===== config.mk =====
export PLATFORM = sky130hd
export DESIGN_NAME = url_component_splitter
export DESIGN_NICKNAME = d
export VERILOG_FILES = /design/src/sv/ucs_pkg.sv /design/src/sv/ucs_front.sv /design/src/sv/ucs_fifo.sv /design/src/sv/ucs_back.sv /design/src/sv/url_component_splitter.sv
export SDC_FILE = /design/constraint.sdc
export NUM_CORES = 2
export LEC_CHECK = 0
export BUFFER_PORTS_ARGS = -buffer_cell sky130_fd_sc_hd__buf_2
export CORE_MARGIN = 4
export CORE_UTILIZATION = 55
export DETAILED_ROUTE_END_ITERATION = 8
export PLACE_DENSITY_LB_ADDON = 0.3
export REMOVE_ABC_BUFFERS = 1
export SLEW_MARGIN = 30
export SYNTH_ARGS = -nofsm -noshare
export SYNTH_HDL_FRONTEND = slang
export SYNTH_SLANG_ARGS = --single-unit

===== constraint.sdc =====
create_clock -name clk_i -period 7.8 [get_ports clk_i]
set_clock_uncertainty 0.05 [all_clocks]
set_input_delay 0.39 -clock clk_i [delete_from_list [all_inputs] [get_ports clk_i]]
set_output_delay 0.39 -clock clk_i [all_outputs]
set_load 0.05 [all_outputs]

===== src/sv/ucs_pkg.sv =====
package ucs_pkg;

  localparam int MAX_URL_BYTES  = 32;
  localparam int IDX_W          = $clog2(MAX_URL_BYTES + 1);
  localparam int ADDR_W         = $clog2(MAX_URL_BYTES);
  localparam int MAX_BYTE_ITEMS = 32;
  localparam int CNT_W          = $clog2(MAX_BYTE_ITEMS + 1);
  localparam int NUM_SCHEMES    = 11;
  localparam int FIFO_DEPTH     = 2;
  localparam int FA_W           = $clog2(FIFO_DEPTH);
  localparam int FC_W           = $clog2(FIFO_DEPTH + 1);
  localparam int PORT_W         = 16;
  localparam int TDATA_W        = 40;

  localparam logic [7:0] CH_COLON = 8'h3a;
  localparam logic [7:0] CH_SLASH = 8'h2f;
  localparam logic [7:0] CH_PCT   = 8'h25;
  localparam logic [7:0] CH_LBR   = 8'h5b;
  localparam logic [7:0] CH_RBR   = 8'h5d;
  localparam logic [7:0] CH_AT    = 8'h40;
  localparam logic [7:0] CH_QM    = 8'h3f;
  localparam logic [7:0] CH_AMP   = 8'h26;
  localparam logic [7:0] CH_EQ    = 8'h3d;
  localparam logic [7:0] CH_0     = 8'h30;
  localparam logic [7:0] CH_9     = 8'h39;

  localparam logic [2:0] COMP_USER  = 3'd0;
  localparam logic [2:0] COMP_PASS  = 3'd1;
  localparam logic [2:0] COMP_HOST  = 3'd2;
  localparam logic [2:0] COMP_PATH  = 3'd3;
  localparam logic [2:0] COMP_QNAME = 3'd4;
  localparam logic [2:0] COMP_QVAL  = 3'd5;

  localparam logic [2:0] STAT_OK      = 3'd0;
  localparam logic [2:0] STAT_SCHEME  = 3'd1;
  localparam logic [2:0] STAT_PERCENT = 3'd2;
  localparam logic [2:0] STAT_PORT    = 3'd3;
  localparam logic [2:0] STAT_LONG    = 3'd4;

  localparam logic [3:0] SCH_NONE    = 4'd0;
  localparam logic [3:0] SCH_MAILTO  = 4'd7;
  localparam logic [3:0] SCH_NOTMUCH = 4'd8;

  localparam logic KIND_BYTE = 1'b0;
  localparam logic KIND_SUM  = 1'b1;

  typedef logic [IDX_W-1:0] idx_t;

  typedef struct packed {
    logic [7:0] raw;
    logic [7:0] lower;
    logic       is_hex;
    logic [3:0] hex_val;
  } chr_t;

  typedef struct packed {
    chr_t chr;
    logic last;
  } qent_t;

  typedef enum logic [3:0] {
    ST_LOAD, ST_SCHEME, ST_SL0, ST_SL1, ST_STEP, ST_FIND, ST_SEG,
    ST_SEGH1, ST_SEGH2, ST_DIGIT, ST_SLASH_OUT, ST_SUM
  } back_st_e;

  typedef enum logic [4:0] {
    PH_NS0, PH_NS1, PH_Q0, PH_Q1, PH_W0, PH_W1, PH_W2, PH_W3, PH_W4,
    PH_P0, PH_P1, PH_A0, PH_A1, PH_A2, PH_A3, PH_A4, PH_H0, PH_H1,
    PH_PT0, PH_PT1, PH_PT2, PH_HC, PH_E0, PH_E1, PH_E2, PH_E3, PH_E4,
    PH_E5, PH_SUM_OK
  } phase_e;

  function automatic logic [3:0] scheme_len(input logic [3:0] k);
    case (k)
      4'd0, 4'd1, 4'd4, 4'd5, 4'd9: scheme_len = 4'd4;
      4'd2, 4'd6, 4'd10:            scheme_len = 4'd5;
      4'd3:                         scheme_len = 4'd3;
      4'd7:                         scheme_len = 4'd6;
      4'd8:                         scheme_len = 4'd7;
      default:                      scheme_len = 4'd0;
    endcase
  endfunction

  // names left-aligned in a 7-character word
  function automatic logic [7:0] scheme_char(input logic [3:0] k, input logic [2:0] pos);
    logic [55:0] w;
    case (k)
      4'd0:    w = {"file", 24'h0};
      4'd1:    w = {"imap", 24'h0};
      4'd2:    w = {"imaps", 16'h0};
      4'd3:    w = {"pop", 32'h0};
      4'd4:    w = {"pops", 24'h0};
      4'd5:    w = {"news", 24'h0};
      4'd6:    w = {"snews", 16'h0};
      4'd7:    w = {"mailto", 8'h0};
      4'd8:    w = "notmuch";
      4'd9:    w = {"smtp", 24'h0};
      4'd10:   w = {"smtps", 16'h0};
      default: w = 56'h0;
    endcase
    scheme_char = w[55 - 8 * pos -: 8];
  endfunction

endpackage


===== src/sv/ucs_front.sv =====
module ucs_front (
  input  logic [7:0]     s_axis_tdata,  // [7:0] byte_value
  input  logic           s_axis_tlast,
  input  logic           s_axis_tvalid,
  output logic           s_axis_tready,
  input  logic           q_full_i,
  output logic           q_push_o,
  output ucs_pkg::qent_t q_data_o
);

  logic [7:0] b;

  assign b             = s_axis_tdata;
  assign s_axis_tready = !q_full_i;
  assign q_push_o      = s_axis_tvalid && !q_full_i;

  always_comb begin
    q_data_o.last          = s_axis_tlast;
    q_data_o.chr.raw       = b;
    q_data_o.chr.lower     = (b >= 8'h41 && b <= 8'h5a) ? b + 8'h20 : b;
    q_data_o.chr.is_hex    = 1'b0;
    q_data_o.chr.hex_val   = 4'hf;
    if (b >= ucs_pkg::CH_0 && b <= ucs_pkg::CH_9) begin
      q_data_o.chr.is_hex  = 1'b1;
      q_data_o.chr.hex_val = b[3:0];
    end else if ((b >= 8'h61 && b <= 8'h66) || (b >= 8'h41 && b <= 8'h46)) begin
      q_data_o.chr.is_hex  = 1'b1;
      q_data_o.chr.hex_val = b[3:0] + 4'd9;
    end
  end

endmodule


===== src/sv/ucs_fifo.sv =====
module ucs_fifo (
  input  logic           clk_i,
  input  logic           rst_ni,
  input  logic           push_i,
  input  ucs_pkg::qent_t wdata_i,
  output logic           full_o,
  input  logic           pop_i,
  output logic           valid_o,
  output ucs_pkg::qent_t rdata_o
);

  ucs_pkg::qent_t                mem_q [ucs_pkg::FIFO_DEPTH];
  logic [ucs_pkg::FA_W-1:0]      wp_q, rp_q;
  logic [ucs_pkg::FC_W-1:0]      cnt_q;
  logic                          do_push, do_pop;

  assign full_o  = cnt_q == ucs_pkg::FC_W'(ucs_pkg::FIFO_DEPTH);
  assign valid_o = cnt_q != '0;
  assign rdata_o = mem_q[rp_q];
  assign do_push = push_i && !full_o;
  assign do_pop  = pop_i && valid_o;

  function automatic logic [ucs_pkg::FA_W-1:0] wrap_inc(input logic [ucs_pkg::FA_W-1:0] p);
    wrap_inc = (p == ucs_pkg::FA_W'(ucs_pkg::FIFO_DEPTH - 1)) ? '0 : p + 1'b1;
  endfunction

  always_ff @(posedge clk_i or negedge rst_ni) begin
    if (!rst_ni) begin
      wp_q  <= '0;
      rp_q  <= '0;
      cnt_q <= '0;
    end else begin
      if (do_push) wp_q <= wrap_inc(wp_q);
      if (do_pop)  rp_q <= wrap_inc(rp_q);
      if (do_push && !do_pop)      cnt_q <= cnt_q + 1'b1;
      else if (do_pop && !do_push) cnt_q <= cnt_q - 1'b1;
    end
  end

  always_ff @(posedge clk_i) begin
    if (do_push) mem_q[wp_q] <= wdata_i;
  end

endmodule


===== src/sv/ucs_back.sv =====
module ucs_back (
  input  logic                          clk_i,
  input  logic                          rst_ni,
  input  logic                          en_notmuch_i,
  input  logic                          q_valid_i,
  input  ucs_pkg::qent_t                q_data_i,
  output logic                          q_pop_o,
  output logic [ucs_pkg::TDATA_W-1:0]   m_axis_tdata,
  output logic                          m_axis_tuser,
  output logic                          m_axis_tlast,
  output logic                          m_axis_tvalid,
  input  logic                          m_axis_tready
);

  localparam int IW = ucs_pkg::IDX_W;
  localparam int AW = ucs_pkg::ADDR_W;

  ucs_pkg::chr_t     buf_q [ucs_pkg::MAX_URL_BYTES];
  ucs_pkg::back_st_e st_q, st_d;
  ucs_pkg::phase_e   ph_q, ph_d;

  ucs_pkg::idx_t len_q, len_d, ptr_q, ptr_d, s_q, s_d, e_q, e_d, res_q, res_d;
  ucs_pkg::idx_t qb_q, qb_d, qe_q, qe_d, pb_q, pb_d, pe_q, pe_d;
  ucs_pkg::idx_t ub_q, ub_d, ue_q, ue_d, wb_q, wb_d, we_q, we_d;
  ucs_pkg::idx_t hb_q, hb_d, he_q, he_d, t_q, t_d, at_q, at_d;
  ucs_pkg::idx_t p_q, p_d, k_q, k_d, v_q, v_d;
  ucs_pkg::idx_t fb_q, fb_d, fe_q, fe_d, sge_q, sge_d;
  logic [7:0]    fch_q, fch_d;
  logic          frev_q, frev_d, sgem_q, sgem_d;
  logic [2:0]    sgc_q, sgc_d;
  logic [4:0]    sgn_q, sgn_d, qn_q, qn_d;
  logic [3:0]    hi_q, hi_d, code_q, code_d;
  logic          ovf_q, ovf_d, walk_q, walk_d;
  logic          has_q_q, has_q_d, has_p_q, has_p_d, has_w_q, has_w_d;
  logic [ucs_pkg::NUM_SCHEMES-1:0] mask_q, mask_d;
  logic [16:0]   port_q, port_d;
  logic [ucs_pkg::CNT_W-1:0] cnt_q, cnt_d;
  logic [2:0]    sst_q, sst_d;
  logic          shh_q, shh_d;

  // output register
  logic          ov_q, ov_d, okind_q, okind_d;
  logic [2:0]    ocomp_q, ocomp_d, ostat_q, ostat_d;
  logic [4:0]    oqn_q, oqn_d;
  logic [7:0]    obyte_q, obyte_d;
  logic [3:0]    ocode_q, ocode_d;
  logic [15:0]   oport_q, oport_d;
  logic          ohh_q, ohh_d;

  logic          out_free;
  ucs_pkg::idx_t rd_addr;
  ucs_pkg::chr_t rd;
  logic          wr_en;

  assign out_free = !ov_q || m_axis_tready;
  assign rd       = buf_q[rd_addr[AW-1:0]];
  assign q_pop_o  = st_q == ucs_pkg::ST_LOAD;
  assign wr_en    = q_pop_o && q_valid_i && (len_q < IW'(ucs_pkg::MAX_URL_BYTES));

  assign m_axis_tvalid = ov_q;
  assign m_axis_tuser  = okind_q;
  assign m_axis_tlast  = okind_q;
  assign m_axis_tdata  = {ohh_q, oport_q, ocode_q, ostat_q, obyte_q, oqn_q, ocomp_q};

  always_comb begin
    case (st_q)
      ucs_pkg::ST_SL0:   rd_addr = s_q;
      ucs_pkg::ST_SL1:   rd_addr = s_q + 1'b1;
      ucs_pkg::ST_STEP:  rd_addr = s_q;
      ucs_pkg::ST_FIND:  rd_addr = frev_q ? ptr_q - 1'b1 : ptr_q;
      ucs_pkg::ST_SEGH1: rd_addr = ptr_q + 1'b1;
      ucs_pkg::ST_SEGH2: rd_addr = ptr_q + 2'd2;
      default:           rd_addr = ptr_q;
    endcase
  end

  always_comb begin
    logic                lf, ls, put, fail;
    ucs_pkg::idx_t       lf_b, lf_e, ls_b, ls_e;
    logic [7:0]          lf_ch, put_b;
    logic                lf_rev, ls_m;
    logic [2:0]          ls_c, f_st;
    logic [4:0]          ls_n;
    logic [3:0]          f_code;
    logic                found;
    logic [3:0]          fcode;
    logic [20:0]         pn;
    logic [IW:0]         ptr2;

    st_d = st_q;     ph_d = ph_q;     len_d = len_q;  ptr_d = ptr_q;
    s_d = s_q;       e_d = e_q;       res_d = res_q;  qb_d = qb_q;
    qe_d = qe_q;     pb_d = pb_q;     pe_d = pe_q;    ub_d = ub_q;
    ue_d = ue_q;     wb_d = wb_q;     we_d = we_q;    hb_d = hb_q;
    he_d = he_q;     t_d = t_q;       at_d = at_q;    p_d = p_q;
    k_d = k_q;       v_d = v_q;       fb_d = fb_q;    fe_d = fe_q;
    sge_d = sge_q;   fch_d = fch_q;   frev_d = frev_q; sgem_d = sgem_q;
    sgc_d = sgc_q;   sgn_d = sgn_q;   qn_d = qn_q;    hi_d = hi_q;
    code_d = code_q; ovf_d = ovf_q;   walk_d = walk_q; has_q_d = has_q_q;
    has_p_d = has_p_q; has_w_d = has_w_q; mask_d = mask_q; port_d = port_q;
    cnt_d = cnt_q;   sst_d = sst_q;   shh_d = shh_q;
    ov_d = ov_q && !m_axis_tready;
    okind_d = okind_q; ocomp_d = ocomp_q; ostat_d = ostat_q; oqn_d = oqn_q;
    obyte_d = obyte_q; ocode_d = ocode_q; oport_d = oport_q; ohh_d = ohh_q;

    lf = 1'b0; ls = 1'b0; put = 1'b0; fail = 1'b0;
    lf_b = '0; lf_e = '0; ls_b = '0; ls_e = '0; lf_ch = '0; put_b = '0;
    lf_rev = 1'b0; ls_m = 1'b0; ls_c = '0; ls_n = '0;
    f_st = ucs_pkg::STAT_OK; f_code = ucs_pkg::SCH_NONE;
    found = 1'b0; fcode = '0; pn = '0;
    ptr2 = {1'b0, ptr_q} + 2'd2;

    case (st_q)
      ucs_pkg::ST_LOAD: begin
        if (q_valid_i) begin
          if (wr_en) len_d = len_q + 1'b1;
          else       ovf_d = 1'b1;
          if (q_data_i.last) begin
            ptr_d = '0; mask_d = '1; port_d = '0; hb_d = '0; he_d = '0;
            has_q_d = 1'b0; has_p_d = 1'b0; has_w_d = 1'b0; ub_d = '0; ue_d = '0;
            if (!wr_en || ovf_q) begin
              fail = 1'b1; f_st = ucs_pkg::STAT_LONG;
            end else begin
              st_d = ucs_pkg::ST_SCHEME;
            end
          end
        end
      end
      ucs_pkg::ST_SCHEME: begin
        if (ptr_q >= len_q) begin
          fail = 1'b1; f_st = ucs_pkg::STAT_SCHEME;
        end else if (rd.lower == ucs_pkg::CH_COLON) begin
          for (int k = ucs_pkg::NUM_SCHEMES - 1; k >= 0; k--) begin
            if (mask_q[k] && IW'(ucs_pkg::scheme_len(4'(k))) == ptr_q &&
                (4'(k) != ucs_pkg::SCH_NOTMUCH || en_notmuch_i)) begin
              found = 1'b1; fcode = 4'(k);
            end
          end
          if (!found) begin
            fail = 1'b1; f_st = ucs_pkg::STAT_SCHEME;
          end else begin
            code_d = fcode; s_d = ptr_q + 1'b1; st_d = ucs_pkg::ST_SL0;
          end
        end else begin
          for (int k = 0; k < ucs_pkg::NUM_SCHEMES; k++) begin
            mask_d[k] = mask_q[k] && (ptr_q < IW'(ucs_pkg::scheme_len(4'(k)))) &&
                        (ucs_pkg::scheme_char(4'(k), ptr_q[2:0]) == rd.lower);
          end
          ptr_d = ptr_q + 1'b1;
        end
      end
      ucs_pkg::ST_SL0: begin
        st_d = ucs_pkg::ST_STEP;
        if ({1'b0, s_q} + 2'd2 > {1'b0, len_q} || rd.raw != ucs_pkg::CH_SLASH)
          ph_d = ucs_pkg::PH_NS0;
        else
          st_d = ucs_pkg::ST_SL1;
      end
      ucs_pkg::ST_SL1: begin
        st_d = ucs_pkg::ST_STEP;
        if (rd.raw == ucs_pkg::CH_SLASH) begin
          s_d = s_q + 2'd2; e_d = len_q; ph_d = ucs_pkg::PH_Q0;
        end else begin
          ph_d = ucs_pkg::PH_NS0;
        end
      end
      ucs_pkg::ST_FIND: begin
        if (!frev_q) begin
          if (ptr_q >= fe_q) begin
            res_d = fe_q; st_d = ucs_pkg::ST_STEP;
          end else if (rd.raw == fch_q) begin
            res_d = ptr_q; st_d = ucs_pkg::ST_STEP;
          end else begin
            ptr_d = ptr_q + 1'b1;
          end
        end else begin
          if (ptr_q <= fb_q) begin
            res_d = fe_q; st_d = ucs_pkg::ST_STEP;
          end else if (rd.raw == fch_q) begin
            res_d = ptr_q - 1'b1; st_d = ucs_pkg::ST_STEP;
          end else begin
            ptr_d = ptr_q - 1'b1;
          end
        end
      end
      ucs_pkg::ST_SEG: begin
        if (ptr_q >= sge_q) begin
          st_d = ucs_pkg::ST_STEP;
        end else if (rd.raw == ucs_pkg::CH_PCT && ptr2 < {1'b0, sge_q}) begin
          st_d = ucs_pkg::ST_SEGH1;
        end else if (!sgem_q) begin
          if (rd.raw == ucs_pkg::CH_PCT) begin
            fail = 1'b1; f_st = ucs_pkg::STAT_PERCENT; f_code = code_q;
          end else begin
            ptr_d = ptr_q + 1'b1;
          end
        end else if (out_free) begin
          put = 1'b1; put_b = rd.raw; ptr_d = ptr_q + 1'b1;
        end
      end
      ucs_pkg::ST_SEGH1: begin
        hi_d = rd.hex_val;
        if (!sgem_q && !rd.is_hex) begin
          fail = 1'b1; f_st = ucs_pkg::STAT_PERCENT; f_code = code_q;
        end else begin
          st_d = ucs_pkg::ST_SEGH2;
        end
      end
      ucs_pkg::ST_SEGH2: begin
        if (!sgem_q) begin
          if (!rd.is_hex) begin
            fail = 1'b1; f_st = ucs_pkg::STAT_PERCENT; f_code = code_q;
          end else begin
            ptr_d = ptr_q + 2'd3; st_d = ucs_pkg::ST_SEG;
          end
        end else if (out_free) begin
          put = 1'b1; put_b = {hi_q, rd.hex_val};
          ptr_d = ptr_q + 2'd3; st_d = ucs_pkg::ST_SEG;
        end
      end
      ucs_pkg::ST_DIGIT: begin
        pn = {port_q, 3'b0} + {3'b0, port_q, 1'b0} + {13'b0, rd.raw - ucs_pkg::CH_0};
        if (ptr_q >= e_q) begin
          st_d = ucs_pkg::ST_STEP;
        end else if (rd.raw < ucs_pkg::CH_0 || rd.raw > ucs_pkg::CH_9 ||
                     pn > 21'h00ffff) begin
          fail = 1'b1; f_st = ucs_pkg::STAT_PORT; f_code = code_q;
        end else begin
          port_d = pn[16:0]; ptr_d = ptr_q + 1'b1;
        end
      end
      ucs_pkg::ST_SLASH_OUT: begin
        if (out_free) begin
          put = 1'b1; put_b = ucs_pkg::CH_SLASH; st_d = ucs_pkg::ST_STEP;
        end
      end
      ucs_pkg::ST_SUM: begin
        if (out_free) begin
          ov_d = 1'b1; okind_d = ucs_pkg::KIND_SUM; ocomp_d = '0; oqn_d = '0;
          obyte_d = '0; ostat_d = sst_q; ocode_d = code_q; oport_d = port_q[15:0];
          ohh_d = shh_q;
          st_d = ucs_pkg::ST_LOAD; len_d = '0; ovf_d = 1'b0; cnt_d = '0;
        end
      end
      ucs_pkg::ST_STEP: begin
        case (ph_q)
          ucs_pkg::PH_NS0: begin
            ls = 1'b1; ls_b = s_q; ls_e = len_q; ls_c = ucs_pkg::COMP_PATH;
            ph_d = ucs_pkg::PH_NS1;
          end
          ucs_pkg::PH_NS1: begin
            ls = 1'b1; ls_m = 1'b1; ls_b = s_q; ls_e = len_q;
            ls_c = ucs_pkg::COMP_PATH; ph_d = ucs_pkg::PH_SUM_OK;
          end
          ucs_pkg::PH_Q0: begin
            if (code_q == ucs_pkg::SCH_MAILTO || code_q == ucs_pkg::SCH_NOTMUCH) begin
              lf = 1'b1; lf_b = s_q; lf_e = e_q; lf_ch = ucs_pkg::CH_QM;
              lf_rev = 1'b1; ph_d = ucs_pkg::PH_Q1;
            end else begin
              ph_d = ucs_pkg::PH_P0;
            end
          end
          ucs_pkg::PH_Q1: begin
            if (res_q < e_q) begin
              has_q_d = 1'b1; qb_d = res_q + 1'b1; qe_d = e_q; e_d = res_q;
              walk_d = 1'b0; p_d = res_q + 1'b1; qn_d = '0; ph_d = ucs_pkg::PH_W0;
            end else begin
              ph_d = ucs_pkg::PH_P0;
            end
          end
          ucs_pkg::PH_W0: begin
            if (p_q >= qe_q) begin
              ph_d = walk_q ? ucs_pkg::PH_SUM_OK : ucs_pkg::PH_P0;
            end else begin
              lf = 1'b1; lf_b = p_q; lf_e = qe_q; lf_ch = ucs_pkg::CH_AMP;
              ph_d = ucs_pkg::PH_W1;
            end
          end
          ucs_pkg::PH_W1: begin
            k_d = res_q; lf = 1'b1; lf_b = p_q; lf_e = res_q; lf_ch = ucs_pkg::CH_EQ;
            ph_d = ucs_pkg::PH_W2;
          end
          ucs_pkg::PH_W2: begin
            v_d = res_q; ls = 1'b1; ls_m = walk_q; ls_b = p_q; ls_e = res_q;
            ls_c = ucs_pkg::COMP_QNAME; ls_n = qn_q; ph_d = ucs_pkg::PH_W3;
          end
          ucs_pkg::PH_W3: begin
            ph_d = ucs_pkg::PH_W4;
            if (v_q < k_q) begin
              ls = 1'b1; ls_m = walk_q; ls_b = v_q + 1'b1; ls_e = k_q;
              ls_c = ucs_pkg::COMP_QVAL; ls_n = qn_q;
            end
          end
          ucs_pkg::PH_W4: begin
            qn_d = qn_q + 1'b1;
            if (k_q >= qe_q) begin
              ph_d = walk_q ? ucs_pkg::PH_SUM_OK : ucs_pkg::PH_P0;
            end else begin
              p_d = k_q + 1'b1; ph_d = ucs_pkg::PH_W0;
            end
          end
          ucs_pkg::PH_P0: begin
            lf = 1'b1; lf_b = s_q; lf_e = e_q; lf_ch = ucs_pkg::CH_SLASH;
            ph_d = ucs_pkg::PH_P1;
          end
          ucs_pkg::PH_P1: begin
            ph_d = ucs_pkg::PH_A0;
            if (res_q < e_q) begin
              has_p_d = 1'b1; pb_d = res_q + 1'b1; pe_d = e_q; e_d = res_q;
              ls = 1'b1; ls_b = res_q + 1'b1; ls_e = e_q; ls_c = ucs_pkg::COMP_PATH;
            end
          end
          ucs_pkg::PH_A0: begin
            lf = 1'b1; lf_b = s_q; lf_e = e_q; lf_ch = ucs_pkg::CH_AT; lf_rev = 1'b1;
            ph_d = ucs_pkg::PH_A1;
          end
          ucs_pkg::PH_A1: begin
            if (res_q < e_q) begin
              at_d = res_q; lf = 1'b1; lf_b = s_q; lf_e = res_q;
              lf_ch = ucs_pkg::CH_COLON; ph_d = ucs_pkg::PH_A2;
            end else begin
              ph_d = ucs_pkg::PH_H0;
            end
          end
          ucs_pkg::PH_A2: begin
            ub_d = s_q; ue_d = res_q; ph_d = ucs_pkg::PH_A3;
            if (res_q < at_q) begin
              has_w_d = 1'b1; wb_d = res_q + 1'b1; we_d = at_q;
              ls = 1'b1; ls_b = res_q + 1'b1; ls_e = at_q; ls_c = ucs_pkg::COMP_PASS;
            end
          end
          ucs_pkg::PH_A3: begin
            ls = 1'b1; ls_b = ub_q; ls_e = ue_q; ls_c = ucs_pkg::COMP_USER;
            ph_d = ucs_pkg::PH_A4;
          end
          ucs_pkg::PH_A4: begin
            s_d = at_q + 1'b1; ph_d = ucs_pkg::PH_H0;
          end
          ucs_pkg::PH_H0: begin
            hb_d = s_q; he_d = e_q; t_d = s_q; ph_d = ucs_pkg::PH_PT0;
            if (s_q < e_q && rd.raw == ucs_pkg::CH_LBR) begin
              lf = 1'b1; lf_b = s_q + 1'b1; lf_e = e_q; lf_ch = ucs_pkg::CH_RBR;
              ph_d = ucs_pkg::PH_H1;
            end
          end
          ucs_pkg::PH_H1: begin
            if (res_q < e_q) begin
              hb_d = s_q + 1'b1; he_d = res_q; t_d = res_q + 1'b1;
            end
            ph_d = ucs_pkg::PH_PT0;
          end
          ucs_pkg::PH_PT0: begin
            lf = 1'b1; lf_b = t_q; lf_e = e_q; lf_ch = ucs_pkg::CH_COLON;
            ph_d = ucs_pkg::PH_PT1;
          end
          ucs_pkg::PH_PT1: begin
            if (res_q < e_q) begin
              ptr_d = res_q + 1'b1; st_d = ucs_pkg::ST_DIGIT; ph_d = ucs_pkg::PH_PT2;
            end else begin
              ph_d = ucs_pkg::PH_HC;
            end
          end
          ucs_pkg::PH_PT2: begin
            if (t_q == s_q) he_d = res_q;
            ph_d = ucs_pkg::PH_HC;
          end
          ucs_pkg::PH_HC: begin
            ph_d = ucs_pkg::PH_E0;
            if (he_q > hb_q) begin
              ls = 1'b1; ls_b = hb_q; ls_e = he_q; ls_c = ucs_pkg::COMP_HOST;
            end
          end
          ucs_pkg::PH_E0: begin
            ls = 1'b1; ls_m = 1'b1; ls_b = ub_q; ls_e = ue_q; ls_c = ucs_pkg::COMP_USER;
            ph_d = ucs_pkg::PH_E1;
          end
          ucs_pkg::PH_E1: begin
            ph_d = ucs_pkg::PH_E2;
            if (has_w_q) begin
              ls = 1'b1; ls_m = 1'b1; ls_b = wb_q; ls_e = we_q;
              ls_c = ucs_pkg::COMP_PASS;
            end
          end
          ucs_pkg::PH_E2: begin
            ls = 1'b1; ls_m = 1'b1; ls_b = hb_q; ls_e = he_q; ls_c = ucs_pkg::COMP_HOST;
            ph_d = ucs_pkg::PH_E3;
          end
          ucs_pkg::PH_E3: begin
            if (!has_p_q) begin
              ph_d = ucs_pkg::PH_E5;
            end else begin
              ph_d = ucs_pkg::PH_E4;
              if (he_q <= hb_q) st_d = ucs_pkg::ST_SLASH_OUT;
            end
          end
          ucs_pkg::PH_E4: begin
            ls = 1'b1; ls_m = 1'b1; ls_b = pb_q; ls_e = pe_q; ls_c = ucs_pkg::COMP_PATH;
            ph_d = ucs_pkg::PH_E5;
          end
          ucs_pkg::PH_E5: begin
            if (has_q_q) begin
              walk_d = 1'b1; p_d = qb_q; qn_d = '0; ph_d = ucs_pkg::PH_W0;
            end else begin
              ph_d = ucs_pkg::PH_SUM_OK;
            end
          end
          ucs_pkg::PH_SUM_OK: begin
            sst_d = ucs_pkg::STAT_OK; shh_d = he_q > hb_q; st_d = ucs_pkg::ST_SUM;
          end
          default: st_d = ucs_pkg::ST_LOAD;
        endcase
      end
      default: st_d = ucs_pkg::ST_LOAD;
    endcase

    if (lf) begin
      fb_d = lf_b; fe_d = lf_e; fch_d = lf_ch; frev_d = lf_rev;
      ptr_d = lf_rev ? lf_e : lf_b; st_d = ucs_pkg::ST_FIND;
    end
    if (ls) begin
      ptr_d = ls_b; sge_d = ls_e; sgc_d = ls_c; sgn_d = ls_n; sgem_d = ls_m;
      st_d = ucs_pkg::ST_SEG;
    end
    if (put && cnt_q < ucs_pkg::CNT_W'(ucs_pkg::MAX_BYTE_ITEMS)) begin
      cnt_d = cnt_q + 1'b1; ov_d = 1'b1; okind_d = ucs_pkg::KIND_BYTE;
      ocomp_d = sgc_q; oqn_d = sgn_q; obyte_d = put_b; ostat_d = ucs_pkg::STAT_OK;
      ocode_d = '0; oport_d = '0; ohh_d = 1'b0;
      if (st_q == ucs_pkg::ST_SLASH_OUT) begin
        ocomp_d = ucs_pkg::COMP_PATH; oqn_d = '0;
      end
    end
    if (fail) begin
      sst_d = f_st; code_d = f_code; port_d = '0; shh_d = 1'b0;
      st_d = ucs_pkg::ST_SUM;
    end
  end

  always_ff @(posedge clk_i or negedge rst_ni) begin
    if (!rst_ni) begin
      st_q  <= ucs_pkg::ST_LOAD;
      ph_q  <= ucs_pkg::PH_NS0;
      len_q <= '0;
      ovf_q <= 1'b0;
      cnt_q <= '0;
      ov_q  <= 1'b0;
    end else begin
      st_q  <= st_d;
      ph_q  <= ph_d;
      len_q <= len_d;
      ovf_q <= ovf_d;
      cnt_q <= cnt_d;
      ov_q  <= ov_d;
    end
  end

  always_ff @(posedge clk_i) begin
    if (wr_en) buf_q[len_q[AW-1:0]] <= q_data_i.chr;
    ptr_q <= ptr_d;   s_q <= s_d;       e_q <= e_d;       res_q <= res_d;
    qb_q <= qb_d;     qe_q <= qe_d;     pb_q <= pb_d;     pe_q <= pe_d;
    ub_q <= ub_d;     ue_q <= ue_d;     wb_q <= wb_d;     we_q <= we_d;
    hb_q <= hb_d;     he_q <= he_d;     t_q <= t_d;       at_q <= at_d;
    p_q <= p_d;       k_q <= k_d;       v_q <= v_d;       fb_q <= fb_d;
    fe_q <= fe_d;     sge_q <= sge_d;   fch_q <= fch_d;   frev_q <= frev_d;
    sgem_q <= sgem_d; sgc_q <= sgc_d;   sgn_q <= sgn_d;   qn_q <= qn_d;
    hi_q <= hi_d;     code_q <= code_d; walk_q <= walk_d; has_q_q <= has_q_d;
    has_p_q <= has_p_d; has_w_q <= has_w_d; mask_q <= mask_d; port_q <= port_d;
    sst_q <= sst_d;   shh_q <= shh_d;
    okind_q <= okind_d; ocomp_q <= ocomp_d; ostat_q <= ostat_d; oqn_q <= oqn_d;
    obyte_q <= obyte_d; ocode_q <= ocode_d; oport_q <= oport_d; ohh_q <= ohh_d;
  end

endmodule


===== src/sv/url_component_splitter.sv =====
// URL component splitter. Takes one URL as a stream of raw bytes (one
// request per byte, last byte flagged by tlast), buffers up to 32 bytes and,
// after the last byte, splits it into user, password, host, path and query
// name/value parts, percent-decodes them and sends each decoded byte as a
// tagged request (tuser = 0), closed by one summary request (tuser = 1,
// tlast = 1) with status, scheme code, port and host flag. On any error or
// overlong input only the summary is sent. Bytes load one per cycle through
// a two-entry queue, so the input keeps flowing while the parser is busy
// until the queue fills. Parsing is done by a sequencer that reads the
// buffer one byte per cycle while the sink is not stalling output: each
// delimiter search, escape check and decode pass walks its span once, so
// the time spent on one URL grows with its length and the number of
// passes. The notmuch scheme is accepted only while the enable register
// is set; write it only when idle.
module url_component_splitter (
  input  logic                        clk_i,
  input  logic                        rst_ni,
  // config: enable_notmuch
  input  logic                        cfg_valid_i,
  input  logic                        cfg_data_i,
  output logic                        cfg_ready_o,
  // input bytes
  input  logic [7:0]                  s_axis_tdata,  // [7:0] byte_value
  input  logic                        s_axis_tlast,  // last_byte
  input  logic                        s_axis_tvalid,
  output logic                        s_axis_tready,
  // results
  output logic [ucs_pkg::TDATA_W-1:0] m_axis_tdata,  // [2:0] component, [7:3] query_number,
                                                     // [15:8] decoded_byte, [18:16] status,
                                                     // [22:19] scheme_code,
                                                     // [38:23] port_number, [39] has_host
  output logic                        m_axis_tuser,  // item_kind
  output logic                        m_axis_tlast,  // last_result
  output logic                        m_axis_tvalid,
  input  logic                        m_axis_tready
);

  logic           en_q;
  logic           q_push, q_full, q_pop, q_valid;
  ucs_pkg::qent_t q_wdata, q_rdata;

  assign cfg_ready_o = 1'b1;

  always_ff @(posedge clk_i or negedge rst_ni) begin
    if (!rst_ni) en_q <= 1'b0;
    else if (cfg_valid_i) en_q <= cfg_data_i;
  end

  // front: accept and classify bytes
  ucs_front u_front (
    .s_axis_tdata  (s_axis_tdata),
    .s_axis_tlast  (s_axis_tlast),
    .s_axis_tvalid (s_axis_tvalid),
    .s_axis_tready (s_axis_tready),
    .q_full_i      (q_full),
    .q_push_o      (q_push),
    .q_data_o      (q_wdata)
  );

  ucs_fifo u_fifo (
    .clk_i   (clk_i),
    .rst_ni  (rst_ni),
    .push_i  (q_push),
    .wdata_i (q_wdata),
    .full_o  (q_full),
    .pop_i   (q_pop),
    .valid_o (q_valid),
    .rdata_o (q_rdata)
  );

  // back: buffer, parse, decode, emit
  ucs_back u_back (
    .clk_i         (clk_i),
    .rst_ni        (rst_ni),
    .en_notmuch_i  (en_q),
    .q_valid_i     (q_valid),
    .q_data_i      (q_rdata),
    .q_pop_o       (q_pop),
    .m_axis_tdata  (m_axis_tdata),
    .m_axis_tuser  (m_axis_tuser),
    .m_axis_tlast  (m_axis_tlast),
    .m_axis_tvalid (m_axis_tvalid),
    .m_axis_tready (m_axis_tready)
  );

endmodule


==> results by group <==
Status
  – Status: completed

STA
  – Slew of the pin with the lowest slew margin: 1.11 ns
  – Final period utilization: 95.2%
  – Setup violators final: 0
  – Slew HR: 25.8%
  – Max Clk Rate: 0.135 GHz
  – Setup tns final: 0 ns
  – Max Slew Vio Count: 0
  – Final Hold Viols: 0
  – Minimum clock period: 7.43 ns
  – RSZ-0062 raised after global routing: no

Final layout
  – Layout Nets: 3921
  – Synth-to-Final Area Change: 11.7%
  – Sequential Area: 23800 µm²
  – Layout cells sized above 1: 13.0%
  – Fillers: 5893
  – Multi-input gate area: about 16000 µm²

Worst setup path
  – Crit. End Element: flip-flop
  – Slowest cell delay on critical path: 0.55 ns
  – Max FO, Critical Path: 21
  – CP arrival: 7.70 ns
  – Reg2Reg Setup Slack: between 0.3 and 0.4 ns
  – Required @ worst endpoint: 8.07 ns
  – Crit-path most repeated cell: buf_4
  – Critical Path Source Type: flip-flop
  – Worst path slowest cell: or3_4
  – WS Path Type: reg2reg

GRT
  – Initial antenna violation count: 3
  – Largest net degree at the start of global routing: 80
  – Vias in the first global route: 30336
  – Total Routing Usage GR: 31.3%
  – M1 GR Usage: 41.9%
  – First-pass GRT wire length: roughly 190 mm
  – Gr busiest metal: met2
  – Met2 Usage GRT: 49.7%
  – Total grt overflow: 0
  – Met3 Resource Use GR: under 10%

Place
  – Final GP Congestion: between 1 and 1.5
  – Post-DP HPWL: 87.1 mm
  – Port Buffers: 58

Route
  – ANT nets after route: 0
  – Total routed wirelength: 129 mm
  – DR WL/cell: 26.9 µm
  – DRC viols: 0
  – Via density: between 6 and 7
  – Initial DRC Count: 4373
  – Via count: 31878
  – Initial DRT Pass Iterations: 8

Logic synthesis
  – Mean Syn Cell Area: ~11 µm²
  – Area contributors post-synth: edfxtp_1 54%, nand2_1 4.9%, ha_1 4.3%, nand3_1 2.2%, dfxtp_1 2.1%
  – #FFs+latches synth: approximately 810
  – Yosys top cell by area: edfxtp_1
  – Synth unique cells: 121
  – Top FF cell, synth: edfxtp_1
  – Post-synth EDFFs: roughly 740
  – Most instantiated cells after synthesis: 742 x edfxtp_1, 542 x nand2_1, 218 x nor2_1, 185 x nand3_1, 154 x a21oi_1
  – Count leader, synth: edfxtp_1
  – Synthesized area: 41600 µm²
  – Post-synth ARST share: 3.44%
  – Post-synth top area share: 53.6%
  – Synth warn: 0
  – Cell count after synthesis: 3664
  – Sequential area share after synthesis: a little under three fifths

Floorplanning
  – I/O Pins: 60
  – Die area: 80100 µm²
  – Die Span Y: 283 µm
  – Initial core utilization: 55.7%
  – # rows: 100
  – Placeable Area: 74700 µm²
  – Chip width: 283 µm

Clock tree
  – Skew-Pair Late Insertion Delay: between 0.6 and 0.7 ns
  – Root Driver: clkbuf_16
  – Num Clock Sinks: around 800
  – TritonCTS clock tree: yes
  – H-tree levels: 3
  – Clock slew seen by the registers of the worst setup and hold paths: 0.06 ns
  – TritonCTS Buffers: 86
  – Clock Path Buffers: 3

Worst hold path
  – Hold WC Path Type: in2reg

Job
  – Total of max-cap violations: 0
## metrics by stage
| step | hold WS (ns) | instances | instance area, µm² | worst slack (ns) | util (%) |
|---|---|---|---|---|---|
| 2_1_floorplan | 0.0444 | 3438 | 40400 | -3.63 | - |
| 3_3_place_gp | 0.389 | 4623 | 43300 | 0.0994 | 58.0 |
| 3_5_place_dp | 0.394 | 4623 | 43300 | -0.0476 | 58.0 |
| 4_1_cts | 0.00532 | 4792 | 46300 | 0.0172 | 62.0 |
| 5_1_grt | 0.0269 | 4794 | 46400 | 0.00902 | 62.2 |
| 6_report | 0.0270 | 4796 | 46400 | 0.373 | 62.2 |
## flip-flops by register name (all words and copies together) (netlist names), 7 cells and up
| register | count |
|---|---|
| u_back.port_q | 17 |
| u_fifo.mem_q | 34 |
| u_back.obyte_q | 8 |
| u_back.fch_q | 7 |
| u_back.buf_q | 512 |
| u_back.oport_q | 16 |
| u_back.mask_q | 11 |
## path summary, 6_finish.rpt
path	start	end	cells after the start
worst max-delay path	u_back.ptr_q[1]	u_back.ptr_q[1]	30
worst min-delay path	s_axis_tvalid	u_fifo.wp_q	3
worst max register to register	u_back.ptr_q[1]	u_back.ptr_q[1]	30
worst min register to register	u_back.oport_q[11]	u_back.oport_q[11]	2
max in group asynchronous	rst_ni	u_back.len_q[2]	2
min in group asynchronous	rst_ni	u_back.ph_q[1]	2
## timing repair
item,CTS,global route
gates resized for setup,1,19
gates cloned,0,1
hold endpoints to repair,45,0
hold buffers,11,0
buffers inserted,1,1
endpoints found under the setup margin,10,35
pin swaps,1,3
## placed cells by master, fill, tap and decap left out, types with 88 or more instances in the layout
| master | netlist | layout |
|---|---|---|
| and3_1 | 111 | 111 |
| a21oi_1 | 154 | 152 |
| clkbuf_16 | 0 | 88 |
| edfxtp_1 | 742 | 742 |
| buf_4 | 12 | 153 |
| nor2_1 | 218 | 198 |
| nand2_1 | 542 | 541 |
| o21ai_0 | 126 | 126 |
| ha_1 | 144 | 144 |
| nand3_1 | 185 | 185 |
| inv_1 | 116 | 116 |
## routing by layer
layer	routed length [µm]	vias up
li1	-	14009
met1	49000	15421
met2	59300	2007
met3	13700	439
met4	6830	2
met5	12	-
## critical path, delay by kind of cell (launching register included)
family	cells	cell delay, ns
adders and majority gates	3	0.97
buffers and inverters	6	1.15
DFF	1	0.39
and+or+nand+nor	5	1.36
muxes	1	0.10
AOI/OAI and AO/OA	15	3.07
## area by class of cell
type	count	area share, %
diodes	2	0.0108
well taps	969	2.61
multi-input cells	2502	35.2
inverters	124	1.00
flip-flops and latches	813	51.3
clock buffers	110	4.98
clock inverters	47	1.20
repair buffers	229	3.62
## cell families (layout without fill, tap and decap cells)
group,after synthesis,in the layout,synth area share [%]
adder cells (fa/ha/maj),150,150,4.62
AO/OA/AOI/OAI,834,834,14.4
flip-flops,813,813,57.3
other,1,3,0.00902
buffers and inverters,350,510,3.88
AND/OR/NAND/NOR,1326,1327,15.4
XOR/XNOR,113,113,2.38
multiplexers,77,77,1.98
Power is not shown: default switching activity piles up to over one toggle a cycle in this logic, so the estimate is an artifact.
